**src/hdl/dscs_pkg.sv**
```systemverilog
// ----------------------------------------------------------------------------
// dscs_pkg: shared types and constants
// Item layouts, configuration struct and command codes of the disk sector
// command sequencer.
// ----------------------------------------------------------------------------
package dscs_pkg;

  localparam int TICK_CHECK_SHIFT = 8;

  localparam int KIND_W   = 2;
  localparam int OPCODE_W = 8;
  localparam int BLOCK_W  = 21;
  localparam int DMA_W    = 24;
  localparam int BYTE_W   = 8;
  localparam int TICKS_W  = 16;
  localparam int TRIES_W  = 3;
  localparam int SPINS_W  = 21;
  localparam int CFG_IDX_W  = 2;
  localparam int CFG_DATA_W = 21;

  // item kinds
  localparam logic [KIND_W-1:0] KIND_REQUEST = 2'd0;
  localparam logic [KIND_W-1:0] KIND_TICK    = 2'd1;
  localparam logic [KIND_W-1:0] KIND_POLL    = 2'd2;

  // configuration register indexes
  localparam logic [CFG_IDX_W-1:0] REG_TIMEOUT_TICKS = 2'd0;
  localparam logic [CFG_IDX_W-1:0] REG_RETRY_LIMIT   = 2'd1;
  localparam logic [CFG_IDX_W-1:0] REG_SPIN_BUDGET   = 2'd2;

  // controller completion bytes and result codes
  localparam logic [BYTE_W-1:0] ST_DONE    = 8'h80;
  localparam logic [BYTE_W-1:0] ST_RETRY   = 8'h76;
  localparam logic [BYTE_W-1:0] ST_PENDING = 8'hff;
  localparam logic [BYTE_W-1:0] ST_SUCCESS = 8'h00;

  localparam logic [TICKS_W-1:0] TIMEOUT_TICKS_RST = 16'd300;
  localparam logic [TRIES_W-1:0] RETRY_LIMIT_RST   = 3'd5;
  localparam logic [SPINS_W-1:0] SPIN_BUDGET_RST   = 21'd2000000;

  localparam logic [TICKS_W-1:0] TICKS_MAX = '1;
  // low bits of the spin count that must be clear for a tick deadline check
  localparam logic [SPINS_W-1:0] CHK_MASK =
    SPINS_W'((64'd1 << TICK_CHECK_SHIFT) - 64'd1);

  typedef struct packed {
    logic [KIND_W-1:0]   kind;
    logic [OPCODE_W-1:0] opcode;
    logic [BLOCK_W-1:0]  block_number;
    logic [DMA_W-1:0]    dma_address;
    logic [BYTE_W-1:0]   completion_byte;
  } in_t;

  typedef struct packed {
    logic                go_level;
    logic                issue;
    logic [OPCODE_W-1:0] cmd_opcode;
    logic [BLOCK_W-1:0]  cmd_block;
    logic                cmd_sectors;
    logic [DMA_W-1:0]    cmd_dma;
    logic                done_res;
    logic [BYTE_W-1:0]   result_status;
    logic                busy_res;
  } out_t;

  typedef struct packed {
    logic [TICKS_W-1:0] timeout_ticks;
    logic [TRIES_W-1:0] retry_limit;
    logic [SPINS_W-1:0] spin_budget;
  } cfg_t;

endpackage

```
**src/hdl/disk_sector_command_sequencer_unit.sv**
```systemverilog
// ----------------------------------------------------------------------------
// disk_sector_command_sequencer_unit: single-sector disk command sequencer
//
//   channel  direction  handshake              payload
//   in       in         in_valid / in_ready    in_data  (dscs_pkg::in_t)
//   out      out        out_valid / out_ready  out_data (dscs_pkg::out_t)
//   cfg      in         cfg_we                 cfg_index, cfg_data
//
// One result item per input item, one item per cycle sustained while out_ready
// stays high. An item passes through the input register, then the sequencer
// logic into the result register. Sync reset clears the sequencer to idle and
// loads the default configuration. With the result register held, one more
// item is taken into the input register before in_ready drops.
// ----------------------------------------------------------------------------
module disk_sector_command_sequencer_unit (
  input  logic                             clk,
  input  logic                             rst,
  input  logic                             in_valid,
  output logic                             in_ready,
  input  dscs_pkg::in_t                    in_data,
  output logic                             out_valid,
  input  logic                             out_ready,
  output dscs_pkg::out_t                   out_data,
  input  logic                             cfg_we,
  input  logic [dscs_pkg::CFG_IDX_W-1:0]   cfg_index,
  input  logic [dscs_pkg::CFG_DATA_W-1:0]  cfg_data
);
  import dscs_pkg::*;

  cfg_t cfg;
  in_t  in_reg;
  logic in_full;
  logic advance;
  out_t result;

  dscs_cfg_regs u_cfg (
    .clk       (clk),
    .rst       (rst),
    .cfg_we    (cfg_we),
    .cfg_index (cfg_index),
    .cfg_data  (cfg_data),
    .cfg       (cfg)
  );

  // held item moves on when the result register is free or being emptied
  assign advance  = in_full && (!out_valid || out_ready);
  assign in_ready = !in_full || advance;

  always_ff @(posedge clk) begin
    if (rst) begin
      in_full <= 1'b0;
    end else if (in_valid && in_ready) begin
      in_full <= 1'b1;
    end else if (advance) begin
      in_full <= 1'b0;
    end
  end

  always_ff @(posedge clk) begin
    if (in_valid && in_ready) in_reg <= in_data;
  end

  dscs_core u_core (
    .clk    (clk),
    .rst    (rst),
    .step   (advance),
    .item   (in_reg),
    .cfg    (cfg),
    .result (result)
  );

  always_ff @(posedge clk) begin
    if (rst) begin
      out_valid <= 1'b0;
    end else if (advance) begin
      out_valid <= 1'b1;
    end else if (out_ready) begin
      out_valid <= 1'b0;
    end
  end

  always_ff @(posedge clk) begin
    if (advance) out_data <= result;
  end

`ifndef SYNTHESIS
  a_stall_keeps_item: assert property (@(posedge clk) disable iff (rst)
    in_full && out_valid && !out_ready |=> in_full)
    else $error("held item dropped while output stalled");

  a_ready_only_when_room: assert property (@(posedge clk) disable iff (rst)
    !in_ready |-> in_full && out_valid && !out_ready)
    else $error("input stalled without cause");

  a_issue_not_done: assert property (@(posedge clk) disable iff (rst)
    out_valid |-> !(out_data.issue && out_data.done_res))
    else $error("issue and done on the same item");

  a_issue_busy: assert property (@(posedge clk) disable iff (rst)
    advance && result.issue |=> u_core.phase)
    else $error("command issued without going busy");
`endif

endmodule

```
**src/hdl/dscs_cfg_regs.sv**
```systemverilog
// ----------------------------------------------------------------------------
// dscs_cfg_regs: configuration registers
// Write-only register file holding timeout, retry limit and spin budget.
// ----------------------------------------------------------------------------
module dscs_cfg_regs (
  input  logic                             clk,
  input  logic                             rst,
  input  logic                             cfg_we,
  input  logic [dscs_pkg::CFG_IDX_W-1:0]   cfg_index,
  input  logic [dscs_pkg::CFG_DATA_W-1:0]  cfg_data,
  output dscs_pkg::cfg_t                   cfg
);
  import dscs_pkg::*;

  always_ff @(posedge clk) begin
    if (rst) begin
      cfg.timeout_ticks <= TIMEOUT_TICKS_RST;
      cfg.retry_limit   <= RETRY_LIMIT_RST;
      cfg.spin_budget   <= SPIN_BUDGET_RST;
    end else if (cfg_we) begin
      unique case (cfg_index)
        REG_TIMEOUT_TICKS: cfg.timeout_ticks <= cfg_data[TICKS_W-1:0];
        REG_RETRY_LIMIT:   cfg.retry_limit   <= cfg_data[TRIES_W-1:0];
        REG_SPIN_BUDGET:   cfg.spin_budget   <= cfg_data[SPINS_W-1:0];
        default: ;  // no register there
      endcase
    end
  end

endmodule

```
**src/hdl/dscs_core.sv**
```systemverilog
// ----------------------------------------------------------------------------
// dscs_core: sequencer state and result logic
// Holds the request and the attempt counters, and works out the result of
// the item in the input register; state moves on when step is high.
// ----------------------------------------------------------------------------
module dscs_core (
  input  logic           clk,
  input  logic           rst,
  input  logic           step,
  input  dscs_pkg::in_t  item,
  input  dscs_pkg::cfg_t cfg,
  output dscs_pkg::out_t result
);
  import dscs_pkg::*;

  logic                phase, phase_next;
  logic [OPCODE_W-1:0] held_opcode, held_opcode_next;
  logic [BLOCK_W-1:0]  held_block, held_block_next;
  logic [DMA_W-1:0]    held_dma, held_dma_next;
  logic [TRIES_W-1:0]  tries_left, tries_left_next;
  logic [SPINS_W-1:0]  spins_left, spins_left_next;
  logic [TICKS_W-1:0]  ticks_elapsed, ticks_elapsed_next;

  logic [SPINS_W-1:0]  spins_dec;
  logic [SPINS_W-1:0]  spins_start;
  logic                issue;
  logic                done;
  logic [BYTE_W-1:0]   status;

  assign spins_dec   = spins_left - SPINS_W'(1);
  assign spins_start = (cfg.spin_budget == '0) ? SPINS_W'(1) : cfg.spin_budget;

  always_comb begin
    phase_next         = phase;
    held_opcode_next   = held_opcode;
    held_block_next    = held_block;
    held_dma_next      = held_dma;
    tries_left_next    = tries_left;
    spins_left_next    = spins_left;
    ticks_elapsed_next = ticks_elapsed;
    issue              = 1'b0;
    done               = 1'b0;
    status             = ST_SUCCESS;

    if (item.kind == KIND_REQUEST && !phase) begin
      held_opcode_next   = item.opcode;
      held_block_next    = item.block_number;
      held_dma_next      = item.dma_address;
      tries_left_next    = cfg.retry_limit;
      spins_left_next    = spins_start;
      ticks_elapsed_next = '0;
      phase_next         = 1'b1;
      issue              = 1'b1;
    end else if (item.kind == KIND_TICK && phase) begin
      if (ticks_elapsed != TICKS_MAX) ticks_elapsed_next = ticks_elapsed + TICKS_W'(1);
    end else if (item.kind == KIND_POLL && phase) begin
      unique case (item.completion_byte)
        ST_PENDING: begin
          spins_left_next = spins_dec;
          // deadline is only looked at when the low spin bits roll over
          if (spins_dec == '0 ||
              ((spins_dec & CHK_MASK) == '0 && ticks_elapsed >= cfg.timeout_ticks)) begin
            done   = 1'b1;
            status = ST_PENDING;
          end
        end
        ST_DONE: begin
          done   = 1'b1;
          status = ST_SUCCESS;
        end
        ST_RETRY: begin
          if (tries_left <= TRIES_W'(1)) begin
            done   = 1'b1;
            status = ST_RETRY;
          end else begin
            tries_left_next    = tries_left - TRIES_W'(1);
            spins_left_next    = spins_start;
            ticks_elapsed_next = '0;
            issue              = 1'b1;
          end
        end
        default: begin
          done   = 1'b1;
          status = item.completion_byte;
        end
      endcase
      if (done) phase_next = 1'b0;
    end
  end

  always_comb begin
    result.go_level      = phase_next;
    result.issue         = issue;
    result.cmd_opcode    = issue ? held_opcode_next : '0;
    result.cmd_block     = issue ? held_block_next : '0;
    result.cmd_sectors   = issue;
    result.cmd_dma       = issue ? held_dma_next : '0;
    result.done_res      = done;
    result.result_status = done ? status : '0;
    result.busy_res      = phase_next;
  end

  always_ff @(posedge clk) begin
    if (rst) begin
      phase         <= 1'b0;
      held_opcode   <= '0;
      held_block    <= '0;
      held_dma      <= '0;
      tries_left    <= '0;
      spins_left    <= '0;
      ticks_elapsed <= '0;
    end else if (step) begin
      phase         <= phase_next;
      held_opcode   <= held_opcode_next;
      held_block    <= held_block_next;
      held_dma      <= held_dma_next;
      tries_left    <= tries_left_next;
      spins_left    <= spins_left_next;
      ticks_elapsed <= ticks_elapsed_next;
    end
  end

endmodule

```
**config.mk**
```make
export PLATFORM = sky130hd
export DESIGN_NAME = disk_sector_command_sequencer_unit
export DESIGN_NICKNAME = d
export VERILOG_FILES = /design/src/hdl/dscs_pkg.sv /design/src/hdl/disk_sector_command_sequencer_unit.sv /design/src/hdl/dscs_cfg_regs.sv /design/src/hdl/dscs_core.sv
export SDC_FILE = /design/constraint.sdc
export NUM_CORES = 1
export LEC_CHECK = 0
export BUFFER_PORTS_ARGS = -buffer_cell sky130_fd_sc_hd__buf_4
export CORE_UTILIZATION = 30
export DETAILED_ROUTE_END_ITERATION = 10
export GPL_ROUTABILITY_DRIVEN = 0
export GPL_TIMING_DRIVEN = 0
export HOLD_SLACK_MARGIN = 0.08
export PLACE_DENSITY_LB_ADDON = 0.2
export SLEW_MARGIN = 20
export SYNTH_ARGS = -nofsm -noshare
export SYNTH_HDL_FRONTEND = slang
export SYNTH_HIERARCHICAL = 1
export SYNTH_SLANG_ARGS = --single-unit
```
**constraint.sdc**
```tcl
create_clock -name clk -period 7.4 [get_ports clk]
set_input_delay 1.85 -clock clk [delete_from_list [all_inputs] [get_ports clk]]
set_output_delay 1.85 -clock clk [all_outputs]
set_load 0.005 [all_outputs]
```
==> impl_metrics.csv, run 1 <==
group,metric,value,unit
outcome,status,"complete, no violations",
clocking,htreeDepth,1,
flow_run,drv_cap,0,
logic_synthesis,syn_inst,1152,
clocking,path_clk_slew,0.06,ns
timing,setup_slack,3.283,ns
timing,fin_crit_sh,0.5564,
floorplan,die_area,38900,sq um
pwr,p_leak,5.272,nW
timing,worst_pin_slew,0.9979,ns
worst_setup_path,cp_slowest_stage_delay,0.60,ns
logic_synthesis,ys.flop_type,"dfxtp_1",
placement,dpl_cell_area,13290,sq um
clocking,cts_resized,0,
logic_synthesis,async_flop_share,0,
logic_synthesis,yosysMostFrequentCell,"nand2_1",
worst_setup_path,required,7.82,ns
global_route,antenna_found_initial,2,
drt,drc_errors,0,
logic_synthesis,synth_top_area_cell,"edfxtp_1",
clocking,cts-root-buf,"clkbuf_16",
floorplan,io_pins,159,
clocking,post_cts_buffers,0,
timing,setup_viol,0,
worst_setup_path,crit_path_frequent_cell,"clkbuf_1",
drt,post_drt_wl_per_cell,16.24,um
clocking,cts_sinks,265,
floorplan,dieWidth,197.2,um
worst_setup_path,path_cells,"buf_4, nand2b_1, and2_4, buf_16, inv_1, nor3_1, or2_2, clkbuf_1, clkbuf_1, nor2_1",
finish,largest_reg_flops,66,
drt,first_pass_iters,6,
global_route,grt_pass1_vias,8494,
drt,first_iter_violations,482,
global_route,overflow,0,
worst_setup_path,startpoint_type,"primary input",
placement,portBuffers,158,
finish,drive_above_1_share,0.1814,
logic_synthesis,synth-seq-cells,265,
finish,area_delta_synth_final,24.59,%
logic_synthesis,synth_top_area_share,0.3388,
logic_synthesis,avgSynthCellArea,9.925,sq um
timing,setup_tns,0,ns
logic_synthesis,synth_edf_count,129,
floorplan,rows,71,
timing,whs,0.4530,ns
logic_synthesis,yosysSeqAreaShare,0.5769,
logic_synthesis,yosys-top-cells-count,"255 x nand2_1, 138 x a21oi_1, 136 x dfxtp_1",
clocking,tritoncts,"yes",
worst_setup_path,crit_fanout,45,
logic_synthesis,ys_top_cells_by_area,"edfxtp_1 34%, dfxtp_1 24%, nand2_1 8.4%",
timing,rsz0062_at_grt,"no",
drt,drt-vias-per-instance,4.677,
clocking,clkLatencyLatePin,0.55,ns
pwr,totalPowerFinal,0.003352,W
logic_synthesis,syn-num-nets,1264,
logic_synthesis,yosysUniqueCellTypes,68,
drt,postRouteAntennaNets,0,
logic_synthesis,synth_warnings,6,
timing,slew_violations,0,
timing,hold_viol_final,0,
timing,finClkSkew,0.005552,ns
global_route,grt_max_degree,64,
pwr,irDropWorstVdd,151.4,uV
worst_setup_path,path_class,"primary input to register",
finish,fin_area,14240,sq um
drt,vias,8789,
floorplan,core_area,37580,sq um
drt,wirelength,30520,um
global_route,grtUsageTotal,0.1558,
timing,slew_headroom,0.3307,
placement,preCtsSetupSlack,2.658,ns
timing,period_minus_slack,4.117,ns
finish,fin_nets,1455,
logic_synthesis,synth_area,11430,sq um
worst_setup_path,critPathSlowestCell,"nor3_1",
worst_setup_path,critPathCaptureType,"register",
placement,dpl.hpwl,21260,um
pwr,pwr_density_cell,235.3,nW/um^2
clocking,cts_max_path_buffers,3,
global_route,grt_pass1_wl,47830,um
floorplan,initial_utilization,0.3043,
min_path,hold_path.class,"register to register",
worst_setup_path,cp_data_arrival_time,4.54,ns
clocking,numCtsBuffers,30,
clocking,ctsHoldBuffers,0,
floorplan,die_h,197.2,um
timing,fmax,242.9,MHz
[report_power, final]
part	internal (W)	switching [W]	total [W]	leakage [nW]
combinational	0.000127	0.000175	0.000302	2.43
sequential	0.00159	0.0000301	0.00162	2.39
clock	0.000824	0.000601	0.00143	0.457
total	0.00255	0.000806	0.00335	5.27
[layer usage]
layer  track usage  wire length [um]
met1        0.2119             14110
met2        0.2552             14180
met3       0.02322              1447
met4       0.04594               771
met5             0                14
[cells in the final DEF (no fill, tap or decap), types with 17 or more instances in the layout]
master	n
nand2_1	255
buf_4	164
a21oi_1	138
dfxtp_1	136
edfxtp_1	129
nor2_1	66
clkbuf_1	58
nand2b_1	53
mux2i_1	40
o21ai_0	32
inv_1	31
clkbuf_16	30
ha_1	21
xor2_1	17
[stage by stage]
step | utilization | cells
finish | 0.3791 | 1879
CTS | 0.3789 | 1878
detailed placement | 0.3536 | 1822
global route | 0.3791 | 1879
floorplan | - | 1152
global placement | 0.3528 | 1821
[cell type report]
class / count / area [sq um]
tap: 511 / 639.4
sequential: 265 / 6596
fill: 3764 / 23330
multi-input combinational: 781 / 4382
antenna: 1 / 2.502
inverter: 31 / 116.4
buffer: 75 / 345.3
clock inverter: 12 / 106.4
clock buffer: 44 / 843.3
timing repair buffer: 159 / 1214
[critical path: cells and delay by family]
family	cells	cell delay (ns)
buf+inv	5	1.19
simple gates	5	1.47
[worst paths after layout]
kind,start,end,slack [ns],cells after the start
hold reg to reg,u_core/held_block[4],u_core/held_block[4],0.45,2
setup / recovery,out_ready,u_core/ticks_elapsed[9],3.28,10
setup reg to reg,u_core/tries_left[1],u_core/ticks_elapsed[9],4.20,10
hold / removal,u_core/held_block[4],u_core/held_block[4],0.45,2
[kinds of logic after synthesis]
logic type,synth area share
AO/OA/AOI/OAI,0.1160
XOR/XNOR,0.01455
adder cells (fa/ha/maj),0.02298
buffers and inverters,0.04038
flip-flops,0.5769
multiplexers,0.03699
AND/OR/NAND/NOR,0.1922
Note: power is estimated with default switching activity, not from simulation.
==> run 2: changes to the inputs <==
--- a/config.mk
+++ b/config.mk
@@ -5,6 +5,7 @@
 export SDC_FILE = /design/constraint.sdc
 export NUM_CORES = 1
 export LEC_CHECK = 0
+export ABC_AREA = 1
 export BUFFER_PORTS_ARGS = -buffer_cell sky130_fd_sc_hd__buf_4
 export CORE_UTILIZATION = 30
 export DETAILED_ROUTE_END_ITERATION = 10
==> constraint.sdc (replaced) <==
create_clock -name clk -period 3.75 [get_ports clk]
set_input_delay 0.9375 -clock clk [delete_from_list [all_inputs] [get_ports clk]]
set_output_delay 0.9375 -clock clk [all_outputs]
set_load 0.005 [all_outputs]
==> impl_metrics.csv, run 2 <==
group,metric,value,unit
floorplan,dieWidth,199.3,um
logic_synthesis,synth_edf_count,129,
logic_synthesis,syn_inst,1248,
logic_synthesis,synth-seq-cells,265,
global_route,grt_pass1_vias,8623,
finish,final_common_cell,"nand2_1",
worst_setup_path,r2r-start,"in_full",
pwr,switching_share,0.2466,
pwr,irDropWorstVdd,258.4,uV
placement,preCtsSetupSlack,0.1656,ns
placement,dpl_cell_area,13620,sq um
logic_synthesis,avgSynthCellArea,9.362,sq um
finish,area_delta_synth_final,26.44,%
logic_synthesis,yosysMostFrequentCell,"nand2_1",
global_route,grt_pass1_wl,47530,um
timing,slew_headroom,0.4326,
clocking,post_cts_buffers,0,
finish,largest_reg_flops,66,
pwr,power.share.clock,0.451,
pwr,seq_power_share,0.442,
placement,dpl.hpwl,22550,um
clocking,path_clk_slew,0.05,ns
logic_synthesis,yosysUniqueCellTypes,47,
worst_setup_path,critPathCaptureType,"register",
drt,wirelength,31200,um
drt,post_drt_wl_per_cell,15.77,um
worst_setup_path,cp-endpoint,"u_core/held_opcode[2]",
floorplan,die_area,39740,sq um
finish,fin_area,14770,sq um
worst_setup_path,crit_fanout,10,
timing,setup_viol,0,
global_route,grtUsageTotal,0.1584,
placement,portBuffers,157,
timing,period_minus_slack,2.956,ns
min_path,hold_path.class,"register to register",
floorplan,rows,71,
logic_synthesis,yosys-top-cells-count,"218 x nand2_1, 169 x nor2_1, 145 x inv_1",
pwr,p_comb_frac,0.107,
floorplan,io_pins,159,
drt,drt-vias-per-instance,4.554,
clocking,cts_resized,0,
timing,rsz0062_at_grt,"no",
min_path,hold_depth,2,
worst_setup_path,rr_endpoint,"u_core/held_opcode[2]",
timing,fmax,338.3,MHz
logic_synthesis,async_flop_share,0,
global_route,grt_max_degree,36,
pwr,p_leak,6.621,nW
worst_setup_path,reg2reg_setup_slack,0.95,ns
logic_synthesis,yosysSeqAreaShare,0.5646,
outcome,status,"complete, no violations",
drt,first_iter_violations,493,
worst_setup_path,path_class,"primary input to register",
worst_setup_path,required,4.23,ns
drt,drc_errors,0,
global_route,overflow,0,
flow_run,drv_cap,0,
drt,postRouteAntennaNets,0,
logic_synthesis,synth_top_area_share,0.3315,
floorplan,initial_utilization,0.3073,
worst_setup_path,cp_data_arrival_time,3.44,ns
finish,n_fill_cell,3854,
logic_synthesis,ys_top_cells_by_area,"edfxtp_1 33%, dfxtp_1 23%, nand2_1 7.0%",
clocking,cts_max_path_buffers,3,
logic_synthesis,syn-num-nets,1360,
floorplan,core_area,38020,sq um
finish,antenna_cells,0,
logic_synthesis,synth_warnings,6,
timing,slew_violations,0,
worst_setup_path,startpoint_type,"primary input",
pwr,pwr_density_cell,502.3,nW/um^2
logic_synthesis,synth_area,11680,sq um
timing,finClkSkew,0.02248,ns
timing,hold_viol_final,0,
finish,mostFrequentLayoutCells,"218 x nand2_1, 169 x nor2_1, 164 x buf_4, 144 x inv_1, 136 x dfxtp_1",
worst_setup_path,cp-startpoint,"out_ready",
clocking,cts-root-buf,"clkbuf_16",
timing,worst_pin_slew,0.8438,ns
finish,drive_above_1_share,0.1921,
finish,fin_nets,1557,
timing,setup_slack,0.7941,ns
clocking,clkLatencyLatePin,0.54,ns
global_route,antenna_found_initial,0,
worst_setup_path,r2r_cells,7,
logic_synthesis,synth_top_area_cell,"edfxtp_1",
pwr,p_int,0.005591,W
floorplan,die_h,199.3,um
clocking,htreeDepth,2,
logic_synthesis,ys.flop_type,"dfxtp_1",
drt,vias,9012,
clocking,numCtsBuffers,34,
pwr,p_sw,0.001830,W
clocking,ctsHoldBuffers,0,
drt,first_pass_iters,4,
timing,fin_crit_sh,0.7882,
clocking,tritoncts,"yes",
clocking,cts_sinks,265,
run 2: changes by cell type after synthesis, sizes merged, moves of 13 or more:
cell	delta
a21oi	-83
clkbuf	-18
inv	+123
mux2i	+13
nand2	-30
nand2b	-52
nand3	+45
nand4	+15
nor2	+116
o211ai	+52
run 2: per-layer routing:
metal | global-route usage | wire length (um) | up-vias
li1 | - | - | 4586
met1 | 0.2152 | 14970 | 4177
met2 | 0.2485 | 13950 | 205
met3 | 0.02819 | 1487 | 44
met4 | 0.06333 | 790 | 0
met5 | 0 | 0 | -
run 2: critical path, cell delays in order:
cell,delay (ns)
buf_4,0.08
inv_1,0.07
a21oi_4,0.52
clkbuf_1,0.60
buf_1,0.48
buf_1,0.48
o211ai_1,0.17
inv_1,0.08
run 2: metrics by stage:
stage | util | TNS (ns) | hold slack, ns | cells | power (W)
floorplan | - | 0 | 0.4289 | 1248 | 0.003813
global placement | 0.3554 | -91.32 | 0.4482 | 1916 | 0.004115
detailed placement | 0.3582 | 0 | 0.4535 | 1920 | 0.004136
CTS | 0.3885 | 0 | 0.4665 | 1979 | 0.007535
global route | 0.3885 | 0 | 0.4813 | 1979 | 0.007743
finish | 0.3885 | 0 | 0.4604 | 1979 | 0.007421
run 2: final cells by class:
class                      count  area [sq um]  area share
sequential                   265          6596      0.4465
multi-input combinational    767          4200      0.2843
timing repair buffer         161          1281     0.08673
clock buffer                  48         994.7     0.06733
tap                          511         639.4     0.04328
inverter                     156         589.3     0.03989
buffer                        60         311.5     0.02109
clock inverter                11         160.2     0.01084
run 2: kinds of logic (layout without fill, tap and decap cells):
logic type,Yosys count,in the layout,share of synthesized area
fa+ha+maj,21,21,0.02249
buf+inv,216,436,0.07689
simple gates,515,515,0.1916
flops,265,265,0.5646
mux,53,53,0.04541
compound gates,167,167,0.09081
xor+xnor,11,11,0.008246
run 2: worst min-delay path by stage:
stage | to | start | slack [ns]
2_1_floorplan | u_cfg/cfg[26] | u_cfg/cfg[26] | 0.43
3_3_place_gp | u_cfg/cfg[29] | u_cfg/cfg[29] | 0.45
3_5_place_dp | u_cfg/cfg[26] | u_cfg/cfg[26] | 0.45
4_1_cts | u_cfg/cfg[29] | u_cfg/cfg[29] | 0.47
5_1_grt | u_cfg/cfg[29] | u_cfg/cfg[29] | 0.48
6_report | u_cfg/cfg[26] | u_cfg/cfg[26] | 0.46
run 2: power groups by stage:
stage	logic (W)	clock network (W)	registers [W]
after floorplan	0.000493	0	0.00332
after global placement	0.000772	0	0.00334
after detailed placement	0.000796	0	0.00334
after CTS	0.000800	0.00345	0.00328
after global routing	0.000892	0.00356	0.00329
final	0.000795	0.00335	0.00328
==> run 3: changes to the inputs <==
==> constraint.sdc (replaced) <==
create_clock -name clk -period 2.8 [get_ports clk]
set_input_delay 0.7 -clock clk [delete_from_list [all_inputs] [get_ports clk]]
set_output_delay 0.7 -clock clk [all_outputs]
set_load 0.005 [all_outputs]
==> impl_metrics.csv, run 3 (synthesis gave the netlist of run 2 again) <==
group,metric,value,unit
pwr,switching_share,0.2487,
floorplan,die_area,39740,sq um
worst_setup_path,cp_data_arrival_time,2.94,ns
worst_setup_path,required,3.14,ns
worst_setup_path,worst-path-buf-inv,3,
drt,wirelength,31120,um
clocking,tritoncts,"yes",
pwr,p_sw,0.002370,W
global_route,grtUsageTotal,0.1577,
worst_setup_path,path_delay_family,"simple AND/OR/NAND/NOR gates",
finish,area_delta_synth_final,26.26,%
timing,hold_viol_final,0,
worst_setup_path,reg2reg_setup_slack,0.20,ns
pwr,p_leak,6.630,nW
worst_setup_path,cp_slowest_stage_delay,0.36,ns
worst_setup_path,critPathSlowestCell,"dfxtp_1",
drt,first_iter_violations,465,
finish,mostFrequentLayoutCells,"217 x nand2_1, 168 x nor2_1, 167 x buf_4, 144 x inv_1, 136 x dfxtp_1",
timing,rsz0062_at_grt,"no",
clocking,numCtsBuffers,31,
global_route,grt_pass1_wl,48490,um
worst_setup_path,rr_endpoint,"out_data[65]",
floorplan,io_pins,159,
clocking,clkLatencyLatePin,0.58,ns
placement,portBuffers,157,
finish,antenna_cells,0,
global_route,overflow,0,
timing,worst_pin_slew,0.7867,ns
floorplan,dieWidth,199.3,um
placement,dpl.cell_count,1921,
finish,fin_area,14750,sq um
timing,slew_headroom,0.4711,
clocking,cts_sinks,265,
floorplan,core_area,38020,sq um
floorplan,initial_utilization,0.3073,
outcome,status,"complete, no violations",
clocking,cts_resized,0,
worst_setup_path,cp-endpoint,"out_data[65]",
worst_setup_path,critPathCaptureType,"register",
clocking,post_cts_buffers,0,
worst_setup_path,crit_fanout,6,
drt,drc_errors,0,
global_route,antenna_found_initial,0,
worst_setup_path,r2r_cells,16,
timing,slew_violations,0,
pwr,p_int,0.007158,W
timing,whs,0.2929,ns
timing,setup_viol,0,
clocking,htreeDepth,1,
clocking,path_clk_slew,0.06,ns
drt,postRouteAntennaNets,0,
drt,first_pass_iters,5,
clocking,cts-root-buf,"clkbuf_16",
timing,fin_crit_sh,0.9286,
worst_setup_path,worst-path-stages,16,
worst_setup_path,cp-startpoint,"u_core/spins_left[0]",
placement,dpl.hpwl,22640,um
floorplan,die_h,199.3,um
finish,final_common_cell,"nand2_1",
pwr,power.share.clock,0.425,
timing,finClkSkew,0.01789,ns
flow_run,drv_cap,0,
finish,n_fill_cell,3885,
timing,period_minus_slack,2.600,ns
finish,fin_nets,1555,
pwr,irDropWorstVdd,409.2,uV
min_path,hold_path.class,"primary input to register",
pwr,seq_power_share,0.460,
finish,stdcell_count,1978,
global_route,grt_pass1_vias,8749,
finish,largest_reg_flops,66,
timing,fmax,384.6,MHz
worst_setup_path,startpoint_type,"register",
finish,drive_above_1_share,0.2004,
worst_setup_path,path_class,"register to register",
floorplan,rows,71,
pwr,pwr_density_cell,645.9,nW/um^2
worst_setup_path,r2r-start,"u_core/spins_left[0]",
worst_setup_path,crit_path_frequent_cell,"nand2_1",
placement,dpl_cell_area,13730,sq um
global_route,grt_max_degree,48,
drt,vias,9010,
drt,post_drt_wl_per_cell,15.73,um
drt,drt-vias-per-instance,4.555,
clocking,ctsHoldBuffers,0,
worst_setup_path,path_cells,"inv_2, ha_2, nand2_2, nor2_4, nand2_1, xor2_1, nand3_1, nor2_1, nand2_1, nand2_1, nand2_2, nand3_2, nand2_2, nand2_1, inv_1, buf_4",
clocking,cts_max_path_buffers,3,
pwr,p_comb_frac,0.114,
==> run 3: cell types whose count changed in the layout (fill, tap and decap cells not counted), sizes merged <==
cell	delta
inv	-2
buf	+1
clkinv	+5
clkbuf	-5
==> run 3: area by class of cell <==
cell class / instances / area [sq um] / area share
inverter: 156 / 589.3 / 0.03995
clock inverter: 14 / 161.4 / 0.01094
timing repair buffer: 162 / 1316 / 0.08923
tap: 511 / 639.4 / 0.04334
multi-input combinational: 767 / 4212 / 0.2855
sequential: 265 / 6596 / 0.4472
buffer: 60 / 375.4 / 0.02545
clock buffer: 43 / 862.1 / 0.05844
==> run 3: through the flow <==
step / total power [W] / util / TNS (ns) / setup WS, ns
6_report: 0.009529 / 0.3880 / 0 / 0.2000
5_1_grt: 0.009968 / 0.3880 / 0 / 0.03537
4_1_cts: 0.009663 / 0.3879 / 0 / 0.1279
3_5_place_dp: 0.005560 / 0.3610 / -6.096 / -0.3349
3_3_place_gp: 0.005530 / 0.3573 / -213.87 / -1.660
2_1_floorplan: 0.005118 / - / -6.204 / -0.2654
==> run 3: per-layer routing <==
layer  up-vias  wire (um)  GRT usage
li1       4579          -          -
met1      4192      15300     0.2249
met2       199      13760     0.2496
met3        40       1520    0.02515
met4         0        538    0.03478
met5         -          0          0
==> run 3: power by group through the flow <==
stage,Sequential (W),Combinational [W],Clock [W]
after floorplan,0.00445,0.000672,0
after detailed placement,0.00447,0.00109,0
after global routing,0.00441,0.00123,0.00433
after global placement,0.00447,0.00106,0
final,0.00439,0.00109,0.00405
after CTS,0.00439,0.00110,0.00418
==> run 3: worst min path at each step <==
stage	from	endpoint	slack, ns	depth (start not counted)
2_1_floorplan	u_cfg/cfg[26]	u_cfg/cfg[26]	0.43	2
3_3_place_gp	u_cfg/cfg[32]	u_cfg/cfg[32]	0.45	2
3_5_place_dp	u_cfg/cfg[32]	u_cfg/cfg[32]	0.45	2
4_1_cts	in_data[58]	in_reg[58]	0.25	1
5_1_grt	in_data[55]	in_reg[55]	0.26	1
6_report	in_data[49]	in_reg[49]	0.29	1
